$ cat src/rtl/hapd_pkg.sv
// Shared types, command codes and the bridge nibble encoder for the H-bridge pulse driver.
// Self-contained; imported by hapd_bridge_store and hbridge_array_pulse_driver.
package hapd_pkg;

    localparam int BOARD_CHIPS  = 6;
    localparam int CHIP_BRIDGES = 6;
    localparam int NUM_REGS     = 3;
    localparam int ROW_W        = BOARD_CHIPS * CHIP_BRIDGES;
    localparam int OUT_TDATA_W  = 56;

    localparam logic [7:0] CMD_LENGTHS = 8'h80;
    localparam logic [7:0] CMD_BRIDGES = 8'h81;
    localparam logic [7:0] CMD_END     = 8'h82;

    localparam logic [3:0] CODE_FWD = 4'b0110;
    localparam logic [3:0] CODE_REV = 4'b1001;

    localparam logic [15:0] LEN_RESET = 16'd500;

    localparam logic [1:0] PH_PAUSE = 2'd0;
    localparam logic [1:0] PH_FWD   = 2'd1;
    localparam logic [1:0] PH_GAP   = 2'd2;
    localparam logic [1:0] PH_REV   = 2'd3;

    localparam logic [1:0] REG_LAST = 2'(NUM_REGS - 1);

    typedef enum logic [1:0] {
        MODE_IDLE    = 2'd0,
        MODE_BRIDGES = 2'd1,
        MODE_LENGTHS = 2'd2
    } t_rx_mode;

    typedef enum logic [2:0] {
        ST_IDLE,
        ST_BOUND,
        ST_EVAL,
        ST_READ,
        ST_FRAME
    } t_state;

    // Data byte for one chip: low nibble is bridge reg_idx*2, high nibble the next one.
    function automatic logic [7:0] chip_byte(input logic [5:0] bits,
                                             input logic [1:0] reg_idx,
                                             input logic [1:0] phase);
        logic [3:0] code;
        logic [2:0] sel;
        logic [7:0] v;
        code = (phase == PH_REV) ? CODE_REV : CODE_FWD;
        sel  = {reg_idx, 1'b0};
        v    = 8'd0;
        if (phase == PH_FWD || phase == PH_REV) begin
            if (bits[sel])        v[3:0] = code;
            if (bits[sel + 3'd1]) v[7:4] = code;
        end
        return v;
    endfunction

endpackage

$ cat src/rtl/hapd_bridge_store.sv
// Bridge selection memory: one row per board, six bits per chip, written one chip lane at a time.
// Depends on hapd_pkg; per-chip valid bits make unwritten chips read as all bridges off.
module hapd_bridge_store
    import hapd_pkg::*;
#(
    parameter int BOARD_COUNT = 2
) (
    input  logic                 i_clk,
    input  logic                 i_rst_n,
    input  logic                 i_wr_en,
    input  logic [((BOARD_COUNT > 1) ? $clog2(BOARD_COUNT) : 1)-1:0] i_wr_board,
    input  logic [2:0]           i_wr_chip,
    input  logic [5:0]           i_wr_bits,
    input  logic                 i_rd_en,
    input  logic [((BOARD_COUNT > 1) ? $clog2(BOARD_COUNT) : 1)-1:0] i_rd_board,
    output logic [ROW_W-1:0]     o_row
);

    logic [ROW_W-1:0]       r_mem [BOARD_COUNT];
    logic [BOARD_CHIPS-1:0] r_vld [BOARD_COUNT];
    logic [ROW_W-1:0]       r_rd_data;
    logic [BOARD_CHIPS-1:0] r_rd_vld;

    always_ff @(posedge i_clk) begin
        if (i_wr_en) begin
            r_mem[i_wr_board][int'(i_wr_chip) * CHIP_BRIDGES +: CHIP_BRIDGES] <= i_wr_bits;
        end
        if (i_rd_en) begin
            r_rd_data <= r_mem[i_rd_board];
        end
    end

    always_ff @(posedge i_clk) begin
        if (!i_rst_n) begin
            for (int b = 0; b < BOARD_COUNT; b++) begin
                r_vld[b] <= '0;
            end
            r_rd_vld <= '0;
        end else begin
            if (i_wr_en) begin
                r_vld[i_wr_board][i_wr_chip] <= 1'b1;
            end
            if (i_rd_en) begin
                r_rd_vld <= r_vld[i_rd_board];
            end
        end
    end

    // A chip that was never loaded since reset drives all of its bridges off.
    always_comb begin
        for (int c = 0; c < BOARD_CHIPS; c++) begin
            o_row[c * CHIP_BRIDGES +: CHIP_BRIDGES] =
                r_rd_data[c * CHIP_BRIDGES +: CHIP_BRIDGES] &
                {CHIP_BRIDGES{r_rd_vld[c]}};
        end
    end

endmodule

$ cat src/rtl/hbridge_array_pulse_driver.sv
// Flow: an accepted tick or byte goes to EVAL and, if it changes the phase, on to READ and FRAME
// (the eighth length byte first rebuilds the phase bounds in BOUND, then goes to EVAL).
// No new item is taken until the block is back in IDLE. A phase change costs one memory read
// and three frames per board, and output back-pressure can stall FRAME.
// Reset (synchronous, active low): lengths 500 each, bridges off, pause phase, position 0;
// no clearing pass, the block is ready to accept an item as soon as reset is released.
module hbridge_array_pulse_driver
    import hapd_pkg::*;
#(
    parameter int BOARD_COUNT = 2
) (
    input  logic                   i_clk,
    input  logic                   i_rst_n,
    input  logic                   s_axis_tvalid,
    output logic                   s_axis_tready,
    input  logic [7:0]             s_axis_tdata,  // rx_byte [7:0]
    input  logic [0:0]             s_axis_tuser,  // op [0]
    output logic                   m_axis_tvalid,
    input  logic                   m_axis_tready,
    // board [0], reg_index [2:1], chip0_byte [10:3], chip1_byte [18:11], chip2_byte [26:19],
    // chip3_byte [34:27], chip4_byte [42:35], chip5_byte [50:43], pulse_phase [52:51]
    output logic [OUT_TDATA_W-1:0] m_axis_tdata,
    output logic                   m_axis_tlast   // last
);

    localparam int BW = (BOARD_COUNT > 1) ? $clog2(BOARD_COUNT) : 1;
    localparam int CW = $clog2(BOARD_COUNT + 1);

    t_state              r_state, n_state;
    t_rx_mode            r_mode;
    logic [2:0]          r_rx_count;
    logic [CW-1:0]       r_ld_board;
    logic [2:0]          r_ld_chip;
    logic [15:0]         r_pend [4];
    logic [15:0]         r_act [4];
    logic [17:0]         r_bound [4];
    logic [1:0]          r_step;
    logic [1:0]          r_phase;
    logic [17:0]         r_pos;
    logic [BW-1:0]       r_fr_board;
    logic [1:0]          r_fr_reg;
    logic                r_out_valid;
    logic [OUT_TDATA_W-1:0] r_out_data;
    logic                r_out_last;

    logic                acc;
    logic                is_tick;
    logic [7:0]          rx_byte;
    logic                latch_now;
    logic                bridge_wr;
    logic                rd_en;
    logic                out_load;
    logic                found;
    logic [1:0]          target;
    logic [18:0]         pos_inc;
    logic [ROW_W-1:0]    row;
    logic [OUT_TDATA_W-1:0] n_out_data;
    logic                n_out_last;

    assign s_axis_tready = (r_state == ST_IDLE);
    assign acc           = s_axis_tvalid & s_axis_tready;
    assign is_tick       = s_axis_tuser[0];
    assign rx_byte       = s_axis_tdata;
    assign latch_now     = (r_mode == MODE_LENGTHS) && (r_rx_count == 3'd7);
    assign bridge_wr     = acc && !is_tick && (r_mode == MODE_BRIDGES) &&
                           (rx_byte != CMD_END) && (r_ld_board < CW'(BOARD_COUNT));
    assign pos_inc       = {1'b0, r_pos} + 19'd1;

    assign m_axis_tvalid = r_out_valid;
    assign m_axis_tdata  = r_out_data;
    assign m_axis_tlast  = r_out_last;

    hapd_bridge_store #(
        .BOARD_COUNT (BOARD_COUNT)
    ) u_store (
        .i_clk      (i_clk),
        .i_rst_n    (i_rst_n),
        .i_wr_en    (bridge_wr),
        .i_wr_board (r_ld_board[BW-1:0]),
        .i_wr_chip  (r_ld_chip),
        .i_wr_bits  (rx_byte[5:0]),
        .i_rd_en    (rd_en),
        .i_rd_board (r_fr_board),
        .o_row      (row)
    );

    // Phase lookup against the cumulative bounds; the last bound is the period.
    always_comb begin
        found  = 1'b1;
        target = PH_PAUSE;
        if (r_bound[3] == 18'd0) begin
            found = 1'b0;
        end else if (r_pos < r_bound[0]) begin
            target = PH_FWD;
        end else if (r_pos < r_bound[1]) begin
            target = PH_GAP;
        end else if (r_pos < r_bound[2]) begin
            target = PH_REV;
        end else if (r_pos >= r_bound[3]) begin
            found = 1'b0;
        end
    end

    always_comb begin
        n_out_data = '0;
        n_out_data[0]   = r_fr_board[0];
        n_out_data[2:1] = r_fr_reg;
        for (int c = 0; c < BOARD_CHIPS; c++) begin
            n_out_data[3 + c * 8 +: 8] =
                chip_byte(row[c * CHIP_BRIDGES +: CHIP_BRIDGES], r_fr_reg, r_phase);
        end
        n_out_data[52:51] = r_phase;
        n_out_last = (r_fr_reg == REG_LAST) && (r_fr_board == BW'(BOARD_COUNT - 1));
    end

    always_ff @(posedge i_clk) begin
        if (!i_rst_n) begin
            r_state <= ST_IDLE;
        end else begin
            r_state <= n_state;
        end
    end

    always_comb begin
        n_state  = r_state;
        rd_en    = 1'b0;
        out_load = 1'b0;
        unique case (r_state)
            ST_IDLE: begin
                if (acc) begin
                    n_state = (!is_tick && latch_now) ? ST_BOUND : ST_EVAL;
                end
            end
            ST_BOUND: begin
                if (r_step == 2'd3) begin
                    n_state = ST_EVAL;
                end
            end
            ST_EVAL: begin
                n_state = (found && target != r_phase) ? ST_READ : ST_IDLE;
            end
            ST_READ: begin
                rd_en   = 1'b1;
                n_state = ST_FRAME;
            end
            ST_FRAME: begin
                if (!r_out_valid || m_axis_tready) begin
                    out_load = 1'b1;
                    if (r_fr_reg == REG_LAST) begin
                        n_state = (r_fr_board == BW'(BOARD_COUNT - 1)) ? ST_IDLE : ST_READ;
                    end
                end
            end
            default: n_state = ST_IDLE;
        endcase
    end

    always_ff @(posedge i_clk) begin
        if (!i_rst_n) begin
            r_mode      <= MODE_IDLE;
            r_rx_count  <= '0;
            r_ld_board  <= '0;
            r_ld_chip   <= '0;
            for (int i = 0; i < 4; i++) begin
                r_pend[i] <= '0;
                r_act[i]  <= LEN_RESET;
            end
            r_bound[0]  <= 18'(LEN_RESET);
            r_bound[1]  <= 18'(LEN_RESET) * 18'd2;
            r_bound[2]  <= 18'(LEN_RESET) * 18'd3;
            r_bound[3]  <= 18'(LEN_RESET) * 18'd4;
            r_step      <= '0;
            r_phase     <= PH_PAUSE;
            r_pos       <= '0;
            r_fr_board  <= '0;
            r_fr_reg    <= '0;
            r_out_valid <= 1'b0;
        end else begin
            if (acc) begin
                if (is_tick) begin
                    if (r_bound[3] != 18'd0) begin
                        r_pos <= (pos_inc >= {1'b0, r_bound[3]}) ? 18'd0 : pos_inc[17:0];
                    end
                end else begin
                    case (r_mode)
                        MODE_LENGTHS: begin
                            if (r_rx_count[0]) begin
                                r_pend[r_rx_count[2:1]][15:8] <= rx_byte;
                            end else begin
                                r_pend[r_rx_count[2:1]][7:0] <= rx_byte;
                            end
                            if (latch_now) begin
                                // The last byte is the high half of the pause length.
                                r_act[0]   <= r_pend[0];
                                r_act[1]   <= r_pend[1];
                                r_act[2]   <= r_pend[2];
                                r_act[3]   <= {rx_byte, r_pend[3][7:0]};
                                r_bound[0] <= {2'b00, r_pend[0]};
                                r_step     <= 2'd1;
                                r_mode     <= MODE_IDLE;
                            end
                            r_rx_count <= r_rx_count + 3'd1;
                        end
                        MODE_BRIDGES: begin
                            if (rx_byte == CMD_END) begin
                                r_mode <= MODE_IDLE;
                            end else if (bridge_wr) begin
                                if (r_ld_chip == 3'(BOARD_CHIPS - 1)) begin
                                    r_ld_chip  <= '0;
                                    r_ld_board <= r_ld_board + CW'(1);
                                end else begin
                                    r_ld_chip <= r_ld_chip + 3'd1;
                                end
                            end
                        end
                        default: begin
                            r_rx_count <= '0;
                            r_ld_board <= '0;
                            r_ld_chip  <= '0;
                            if (rx_byte == CMD_LENGTHS) begin
                                r_mode <= MODE_LENGTHS;
                                for (int i = 0; i < 4; i++) begin
                                    r_pend[i] <= '0;
                                end
                            end else if (rx_byte == CMD_BRIDGES) begin
                                r_mode <= MODE_BRIDGES;
                            end else begin
                                r_mode <= MODE_IDLE;
                            end
                        end
                    endcase
                end
            end

            // One cumulative bound per cycle after new lengths are latched.
            if (r_state == ST_BOUND) begin
                case (r_step)
                    2'd1:    r_bound[1] <= r_bound[0] + {2'b00, r_act[1]};
                    2'd2:    r_bound[2] <= r_bound[1] + {2'b00, r_act[2]};
                    2'd3:    r_bound[3] <= r_bound[2] + {2'b00, r_act[3]};
                    default: r_bound[0] <= r_bound[0];
                endcase
                r_step <= r_step + 2'd1;
            end

            if (r_state == ST_EVAL && n_state == ST_READ) begin
                r_phase    <= target;
                r_fr_board <= '0;
                r_fr_reg   <= '0;
            end

            if (out_load) begin
                r_out_valid <= 1'b1;
                r_out_data  <= n_out_data;
                r_out_last  <= n_out_last;
                if (r_fr_reg == REG_LAST) begin
                    r_fr_reg   <= '0;
                    r_fr_board <= r_fr_board + BW'(1);
                end else begin
                    r_fr_reg <= r_fr_reg + 2'd1;
                end
            end else if (m_axis_tready) begin
                r_out_valid <= 1'b0;
            end
        end
    end

endmodule
$ cat config.mk
export PLATFORM = sky130hd
export DESIGN_NAME = hbridge_array_pulse_driver
export DESIGN_NICKNAME = d
export VERILOG_FILES = /design/src/rtl/hapd_pkg.sv /design/src/rtl/hapd_bridge_store.sv /design/src/rtl/hbridge_array_pulse_driver.sv
export SDC_FILE = /design/constraint.sdc
export NUM_CORES = 1
export LEC_CHECK = 0
export BUFFER_PORTS_ARGS = -buffer_cell sky130_fd_sc_hd__clkbuf_2
export CORE_UTILIZATION = 60
export CTS_CLUSTER_DIAMETER = 40
export DETAILED_ROUTE_END_ITERATION = 10
export PLACE_DENSITY = 0.82
export REMOVE_ABC_BUFFERS = 1
export SKIP_CTS_REPAIR_TIMING = 1
export SLEW_MARGIN = 20
export SYNTH_ARGS = -nofsm -noshare
export SYNTH_HDL_FRONTEND = slang
export SYNTH_HIERARCHICAL = 1
export SYNTH_SLANG_ARGS = --single-unit
$ cat constraint.sdc
create_clock -name i_clk -period 4.2 [get_ports i_clk]
set_input_delay 0.21 -clock i_clk [delete_from_list [all_inputs] [get_ports i_clk]]
set_output_delay 0.21 -clock i_clk [all_outputs]
set_load 0.05 [all_outputs]
After elaboration in Yosys (flattened, before gate mapping) --
Memory sizes are Yosys's and may differ from the RTL's. A register that Yosys moved wholly into a read port is not among the register bits. Cells that the tools add are included.
Cells by class: $add $sub $neg 12, $mul 1, order comparisons 10, equality and inequality tests 26, shift-type cells 2, mux-type cells 139, bitwise operators 23, reductions and logical operators 46
Operators by type and width (count):
- two-way mux 16 bit | 9
- two-way mux 18 bit | 6
- two-way mux 1 bit | 71
- adder 18 x 16 -> 18 bit | 3
- < comparator 18 bit | 3
- two-way mux 2 bit | 23
- AND 6 bit | 6
- two-way mux 36 bit | 1
- variable shift 6 x 33 -> 36 bit, first input constant | 1
- variable part select 6 x 33 -> 36 bit | 1
- negation 32 -> 33 bit | 1
- AND reduction 2 bit | 13
- == test 8 bit, second input constant | 3
- two-way mux 3 bit | 7
- adder 18 x 1 -> 19 bit, second input constant | 1
- greater-or-equal comparator 19 x 18 -> 1 bit | 1
- binary-select mux 1 bit (select 3 bit) | 6
- greater-or-equal comparator 18 bit | 1
- logical NOT 18 bit | 1
- two-way mux 6 bit | 3
- nonzero test 18 bit | 1
- OR reduction 16 bit | 1
- case mux 3 bit (5 select lines) | 1
- OR 1 bit | 13
- other kinds (35) | 82
Word-level totals: bits in registers 93, bits in writable memories 284, bits of input ports 13, output and inout bits 59, logic and storage cells 289, memories 5
Memories:
- r_bound | depth 4, width 18, read ports 4, clocked after Yosys merged registers in 0, wr ports 4, RTL line hbridge_array_pulse_driver.sv:36 | logic [17:0] r_bound [4];
- u_store.r_mem | depth 2, width 36, read ports 1, clocked after Yosys merged registers in 1, wr ports 1, RTL line hapd_bridge_store.sv:19 | logic [ROW_W-1:0] r_mem [BOARD_COUNT];
- r_act | depth 4, width 16, read ports 3, clocked after Yosys merged registers in 0, wr ports 4, RTL line hbridge_array_pulse_driver.sv:35 | logic [15:0] r_act [4];
- r_pend | depth 4, width 16, read ports 4, clocked after Yosys merged registers in 0, wr ports 4, RTL line hbridge_array_pulse_driver.sv:34 | logic [15:0] r_pend [4];
- u_store.r_vld | depth 2, width 6, read ports 1, clocked after Yosys merged registers in 1, wr ports 2, RTL line hapd_bridge_store.sv:20 | logic [BOARD_CHIPS-1:0] r_vld [BOARD_COUNT];

Longest topological paths before layout --
Gate-level depths: netlist of run 1. An unclocked memory read counts as a cell.
depth after elaboration 15, gate-level depth with buffers 16

Modules after synthesis --
The synthesis of run 1 kept the hierarchy.
Modules (own cells, without submodules):
- hbridge_array_pulse_driver | instances 1, cells each 1330, area each 13964.6 um^2, sequential area each 6876.6 um^2
- hapd_bridge_store | instances 1, cells each 483, area each 5941.9 um^2, sequential area each 3603.5 um^2

Worst setup path after synthesis of run 1 --
OpenSTA, ideal clock, no wires.
path type reg-to-reg, start point register r_state[2], end point memory r_act[1][0] (netlist: r_act[0][16]) (enable), data arrival time 3.724 ns, required time 3.776 ns, path slack 0.053 ns, stages on the path, launching flop included 7, path buffers 1, cells stage by stage dfxtp_1 > nor3_1 > and2_1 > nor2b_1 > nand3_1 > clkbuf_1 > nand2_1
RTL lines:
- start, declared | RTL line hbridge_array_pulse_driver.sv:29 | t_state r_state, n_state;
- start signal, assigned | RTL line hbridge_array_pulse_driver.sv:120 | r_state <= n_state;
- end, declared | RTL line hbridge_array_pulse_driver.sv:35

Worst setup path after layout of run 1 --
start point register r_ld_chip[1], end point memory u_store/r_mem[0][15] (netlist bit) (enable)
Between the ends: word-level cells in the longest chain between the ends 4
Ends and longest elaborated chain:
- start, declared | RTL line hbridge_array_pulse_driver.sv:33 | logic [2:0] r_ld_chip;
- start signal, assigned | RTL line hbridge_array_pulse_driver.sv:212 | r_ld_chip <= r_ld_chip + 3'd1;
- multiplier 3 x 2 -> 5 bit | RTL line hapd_bridge_store.sv:26 | r_mem[i_wr_board][int'(i_wr_chip) * CHIP_BRIDGES +: CHIP_BRIDGES] <= i_wr_bits;
- negation 32 -> 33 bit | RTL line hapd_bridge_store.sv:26
- variable shift 6 x 33 -> 36 bit | RTL line hapd_bridge_store.sv:26
- two-way mux 36 bit (implied by the code) | RTL line hapd_bridge_store.sv:26
- end, declared | RTL line hapd_bridge_store.sv:19
Every way passes these cells.

==> results of run 1 <==
where the power goes:
part	leakage [nW]	total, mW	internal, mW	switching (mW)
sequential	3.23	4.10	4.04	0.0641
combinational	4.48	0.599	0.205	0.394
clock	0.810	4.19	2.58	1.61
total	8.53	8.89	6.82	2.07
cell usage in the layout, fill, tap and decap left out, drive strengths merged, types with 15 or more instances in the layout:
cell type | netlist | final
o21a | 31 | 31
nor2 | 168 | 168
nor3 | 53 | 53
nand3 | 38 | 38
nand2 | 128 | 128
and2 | 137 | 137
nand2b | 40 | 40
xor2 | 21 | 21
mux2i | 26 | 26
a21oi | 78 | 78
mux2 | 42 | 42
o21ai | 73 | 73
edfxtp | 311 | 311
ha | 149 | 149
nor2b | 25 | 25
or3 | 29 | 29
clkbuf | 46 | 122
buf | 40 | 25
nor4 | 15 | 15
xnor2 | 33 | 33
dfxtp | 57 | 57
inv | 103 | 110
clkinv | 1 | 18
a21o | 15 | 15
path summary, 6_finish.rpt:
kind | from | endpoint | slack, ns | depth (start not counted)
hold reg to reg | u_store/r_vld[0][4] | u_store/r_vld[0][4] | 0.47 | 1
hold / removal | m_axis_tready | m_axis_tvalid | 0.03 | 3
setup reg to reg | r_ld_chip[1] | u_store/r_mem[0][15] | 0.49 | 8
setup / recovery | r_ld_chip[1] | u_store/r_mem[0][15] | 0.49 | 8
layout make-up:
cell class / instances / area (sq um)
timing repair buffer: 94 / 538
clock buffer: 54 / 1220
clock inverter: 33 / 448
inverter: 104 / 390
tap: 442 / 553
multi-input combinational: 1257 / 8610
fill: 2307 / 10400
sequential: 368 / 10500
metrics by stage:
step / hold WS [ns] / setup slack, ns / total power [mW] / instance area [sq um] / cells
2_1_floorplan: 0.326 / -0.208 / 4.57 / 19500 / 1729
3_3_place_gp: 0.447 / 0.684 / 4.74 / 20600 / 2264
3_5_place_dp: 0.456 / 0.577 / 4.76 / 20600 / 2264
4_1_cts: -0.0475 / 0.540 / 8.92 / 22200 / 2351
5_1_grt: 0.0515 / 0.209 / 9.14 / 22200 / 2352
6_report: 0.0331 / 0.492 / 8.89 / 22200 / 2352
metal layers:
layer	vias to the layer above	track usage, %	wire, um
met5	-	0	0
met4	0	9.27	1240
met3	93	4.33	3540
met2	595	44.0	20900
met1	6661	38.0	19900
li1	6614	-	-
cell families after synthesis:
| group | Yosys count |
|---|---|
| compound gates | 291 |
| mux | 68 |
| xor+xnor | 54 |
| flops | 368 |
| fa+ha+maj | 153 |
| simple gates | 688 |
| other cells | 1 |
| buf+inv | 190 |
worst register-to-register path, stage by stage, from the launching register on:
cell	delay (ns)
dfxtp_1	0.52
ha_1	0.40
fa_1	0.63
nor2b_1	0.31
and2_1	0.17
ha_1	0.22
buf_4	0.23
nand2_1	0.31
nor4_1	0.55
==> impl_metrics.ini, run 1 <==
[routing]
vias_per_cell = 5.94
drtIter0Drc = 1279
vias = 14000
drtAntennaViolNets = 0
firstDrtPassIters = 5
drt-total-wl_mm = 45.6
wl_per_cell_um = 19.4
drc = 0

[worst_setup_path]
cp-end-kind = register
critPathTopFamily = simple AND/OR/NAND/NOR gates
path_common_cell = ha_1
critPathBufInv = 1
crit_slowest_cell = fa_1
critical_path.max_fanout = 15
cp-start-kind = register
max_stage_delay_ns = 0.63
worstPathArrival_ns = 3.90
critPathRequiredTime_ns = 4.40
crit_chain = ha_1 > fa_1 > nor2b_1 > and2_1 > ha_1 > buf_4 > nand2_1 > nor4_1
critPathKind = reg2reg

[timing]
final.setup_skew_ns = 0.0295
slew_headroom_pct = 32.3
tns_ns = 0
timing.fmax_ghz = 0.270
min_period_over_period_pct = 88.3
setup_viol = 0
tightest_slew_ns = 1.02
rsz0062_at_grt = false
final_hold_viol_count = 0
slew_violations = 0
fin_crit_ns = 3.71

[clock_network]
cts.sinks = 368
cts_max_level = 2
root_buffer = clkbuf_16
clock_path_buffers = 3
cts-buffers-inserted = 47
path_clk_slew_ns = 0.06
cts_tree = yes
clk_latency_ns = 0.56

[synthesis]
synth-xor-area-share_pct = 2.45
ys_types = 81
postSynth.topFlopCell = edfxtp_1
yosysTopAreaCell = edfxtp_1
post-synth-top-count-cell = edfxtp_1
ys_warn_count = 6
synth_edf_count = 311
synth_fa_ha_area_share_pct = 9.77
syn_inst = 1813
synth.top_cells.by_area = edfxtp_1, ha_1, dfxtp_1
syn_avg_cell_area_sq_um = 11.0
synth-seq-cells = 368
synth.top_cell.area_share_pct = 46.9
synthesis.area_sq_um = 19900
synth_compound_area_share_pct = 9.45
synthMuxAreaShare_pct = 3.68
ys_seq_area_share_pct = 52.6
synth_simple_gate_area_share_pct = 17.8
synth_top_cells_by_count = edfxtp_1, nor2_1, ha_1
synth_top_family_by_area = simple AND/OR/NAND/NOR gates
async_reset_ff_share_pct = 0

[floorplanning]
fp-row-count = 66
io-pin-count = 72
start_util_pct = 61.0
fp.dieH_um = 184
die_w_um = 184
core_area_sq_um = 32600
dieArea_sq_um = 33900

[global_route]
grt_start_max_net_pins = 50
grt_pass1_wl_mm = 71.0
grt_pass1_vias = 13300
grt_usage_pct = 27.4
antenna_found_initial = 0
grt_overflow = 0

[power]
ir_drop_mv = 0.317
p_leak_nw = 8.53
power_density_nw_per_um2 = 400

[finish]
layout.nets = 2038
largest_reg_flops = 72
drive_above_1_share_pct = 12.4
areaGrowthSynthToFinish_pct = 11.7
final_core_util_pct = 68.2
num_antenna_cells = 0
regMostFlops = u_store/r_mem
top_regs = u_store/r_mem: 72 flops, r_bound: 69 flops, r_pend: 56 flops

[place]
finalWeightedCongestion = 0.920
dpl.hpwl_mm = 32.7
io_buffers = 68

[min_path]
hold_class = in2reg

[run_status]
status = complete, no violations

[flow_run]
maxCapViolCount = 0
Note: power is estimated with default switching activity, not from simulation.
==> run 2, diff against run 1 <==
--- a/config.mk
+++ b/config.mk
@@ -5,6 +5,7 @@
 export SDC_FILE = /design/constraint.sdc
 export NUM_CORES = 1
 export LEC_CHECK = 0
+export ABC_CLOCK_PERIOD_IN_PS = 4340
 export BUFFER_PORTS_ARGS = -buffer_cell sky130_fd_sc_hd__clkbuf_2
 export CORE_UTILIZATION = 60
 export CTS_CLUSTER_DIAMETER = 40
==> constraint.sdc (replaced) <==
create_clock -name i_clk -period 4.34 [get_ports i_clk]
set_input_delay 0.217 -clock i_clk [delete_from_list [all_inputs] [get_ports i_clk]]
set_output_delay 0.217 -clock i_clk [all_outputs]
set_load 0.05 [all_outputs]
==> run 2 against run 1 <==
Effect of this change: worst setup slack better by 0.038 ns; sequential power down 3%; non-clock buffer count down 5; via count down 0.19%; sequential share of layout area up 0.082 points; design area down 0.17%; cell count down 0.30%; largest cell class unchanged; clock-buffer cell count down 2; largest power group unchanged; clock power down 5%; fmax down 2.7%; routed wire length down 1.2%.
==> impl_metrics.ini, run 2 (synthesis results as in run 1) <==
[finish]
areaGrowthSynthToFinish_pct = 11.5
num-fill-cells = 2314
multi_input_area_sq_um = 8610
top_regs = u_store/r_mem: 72 flops, r_bound: 69 flops, r_pend: 56 flops
layout.nets = 2033
regMostFlops = u_store/r_mem
layout_commonest_cell = edfxtp_1
drive_above_1_share_pct = 12.3
largest_reg_flops = 72
most-common-layout-cells = edfxtp_1, nor2_1, ha_1, and2_1, nand2_1
num_antenna_cells = 0
regArea_sq_um = 10500
design_area_sq_um = 22200

[global_route]
grt_usage_pct = 26.7
antenna_found_initial = 1
grt_pass1_vias = 13200
grt_overflow = 0
grt_pass1_wl_mm = 69.7
grt_start_max_net_pins = 50

[power]
power_mw = 8.57
p_leak_nw = 8.48
ir_drop_mv = 0.332
power_density_nw_per_um2 = 386

[floorplanning]
fp.dieH_um = 184
core_area_sq_um = 32600
start_util_pct = 61.0
fp-row-count = 66
dieArea_sq_um = 33900
io-pin-count = 72
die_w_um = 184

[timing]
tightest_slew_ns = 1.08
min_period_over_period_pct = 87.8
finalWorstSetupSlack_ns = 0.529
final_hold_viol_count = 0
slew_violations = 0
timing.fmax_ghz = 0.262
hold_ws_ns = 0.0295
fin_crit_ns = 3.81
slew_headroom_pct = 27.4
rsz0062_at_grt = false
setup_viol = 0
final.setup_skew_ns = 0.0385

[clock_network]
clk_latency_ns = 0.58
cts_max_level = 2
clock_path_buffers = 3
root_buffer = clkbuf_16
cts.sinks = 368
path_clk_slew_ns = 0.06
cts_tree = yes
cts-buffers-inserted = 47

[run_status]
status = complete, no violations

[worst_setup_path]
crit_slowest_cell = dfxtp_1
critPathKind = reg2reg
critical_path.max_fanout = 18
critPathTopFamily = adder cells
crit_chain = ha_1 > fa_1 > nor2b_1 > and2_1 > ha_1 > a21bo_1 > o41a_1 > nor2_1
critPathRequiredTime_ns = 4.57
r2r-end = u_store/r_mem[0][34]
cp-start-kind = register
reg2reg_from = r_ld_chip[1]
path_common_cell = ha_1
critPathBufInv = 0
worstPathArrival_ns = 4.04
cp-startpoint = r_ld_chip[1]
cp-end-kind = register
rrSetupSlack_ns = 0.53
max_stage_delay_ns = 0.52
ff2ff_path_depth = 8

[place]
postPlaceCellArea_sq_um = 20500
dpl.hpwl_mm = 32.2
finalWeightedCongestion = 0.910
dp_slack_ns = 0.580
io_buffers = 68

[routing]
drtIter0Drc = 1352
vias_per_cell = 5.94
drtAntennaViolNets = 0
vias = 13900
wl_per_cell_um = 19.2
firstDrtPassIters = 5
drc = 0
drt-total-wl_mm = 45.0

[min_path]
min_path_cells = 3
hold_class = in2reg
min_from = m_axis_tready
min_to = m_axis_tvalid

[flow_run]
maxCapViolCount = 0
## run 2: layer usage
| layer | wire (um) | global-route usage (%) |
|---|---|---|
| met2 | 20600 | 42.6 |
| met1 | 19600 | 37.7 |
| met4 | 908 | 7.37 |
| met3 | 3940 | 4.54 |
| met5 | 0 | 0 |
## run 2: worst max path at each step
| stage | endpoint | slack [ns] | cells past startpoint |
|---|---|---|---|
| after floorplan | r_act[0][16] | -0.07 | 5 |
| after global placement | r_pos[2] | 0.68 | 15 |
| after detailed placement | u_store/r_mem[0][35] | 0.58 | 8 |
| after CTS | u_store/r_mem[0][34] | 0.55 | 8 |
| after global routing | r_pos[2] | 0.24 | 13 |
| final | u_store/r_mem[0][34] | 0.53 | 8 |
## run 2: power breakdown
part           switching [mW]  internal (mW)  total, mW
Clock                    1.52           2.49       4.00
Sequential             0.0634           3.91       3.97
Combinational           0.390          0.199      0.590
## run 2: layout make-up
| class | count | share of cell area, % |
|---|---|---|
| clock buffers | 52 | 5.52 |
| clock inverters | 33 | 1.92 |
| inverters | 104 | 1.76 |
| multi-input cells | 1257 | 38.8 |
| flip-flops and latches | 368 | 47.2 |
| well taps | 442 | 2.49 |
| repair buffers | 89 | 2.30 |
## run 2: tightest hold or removal path: cells and delay by family
kind,cells,cell delay [ns]
simple gates,1,0.06
compound gates,1,0.18
buf+inv,1,0.08
## run 2: per-stage QoR
stage | std cells | setup TNS [ns] | util (%)
final | 2345 | 0 | 68.1
after global routing | 2345 | 0 | 68.1
after CTS | 2345 | 0 | 68.0
after detailed placement | 2260 | 0 | 63.0
after global placement | 2260 | 0 | 63.0
after floorplan | 1729 | -4.38 | -
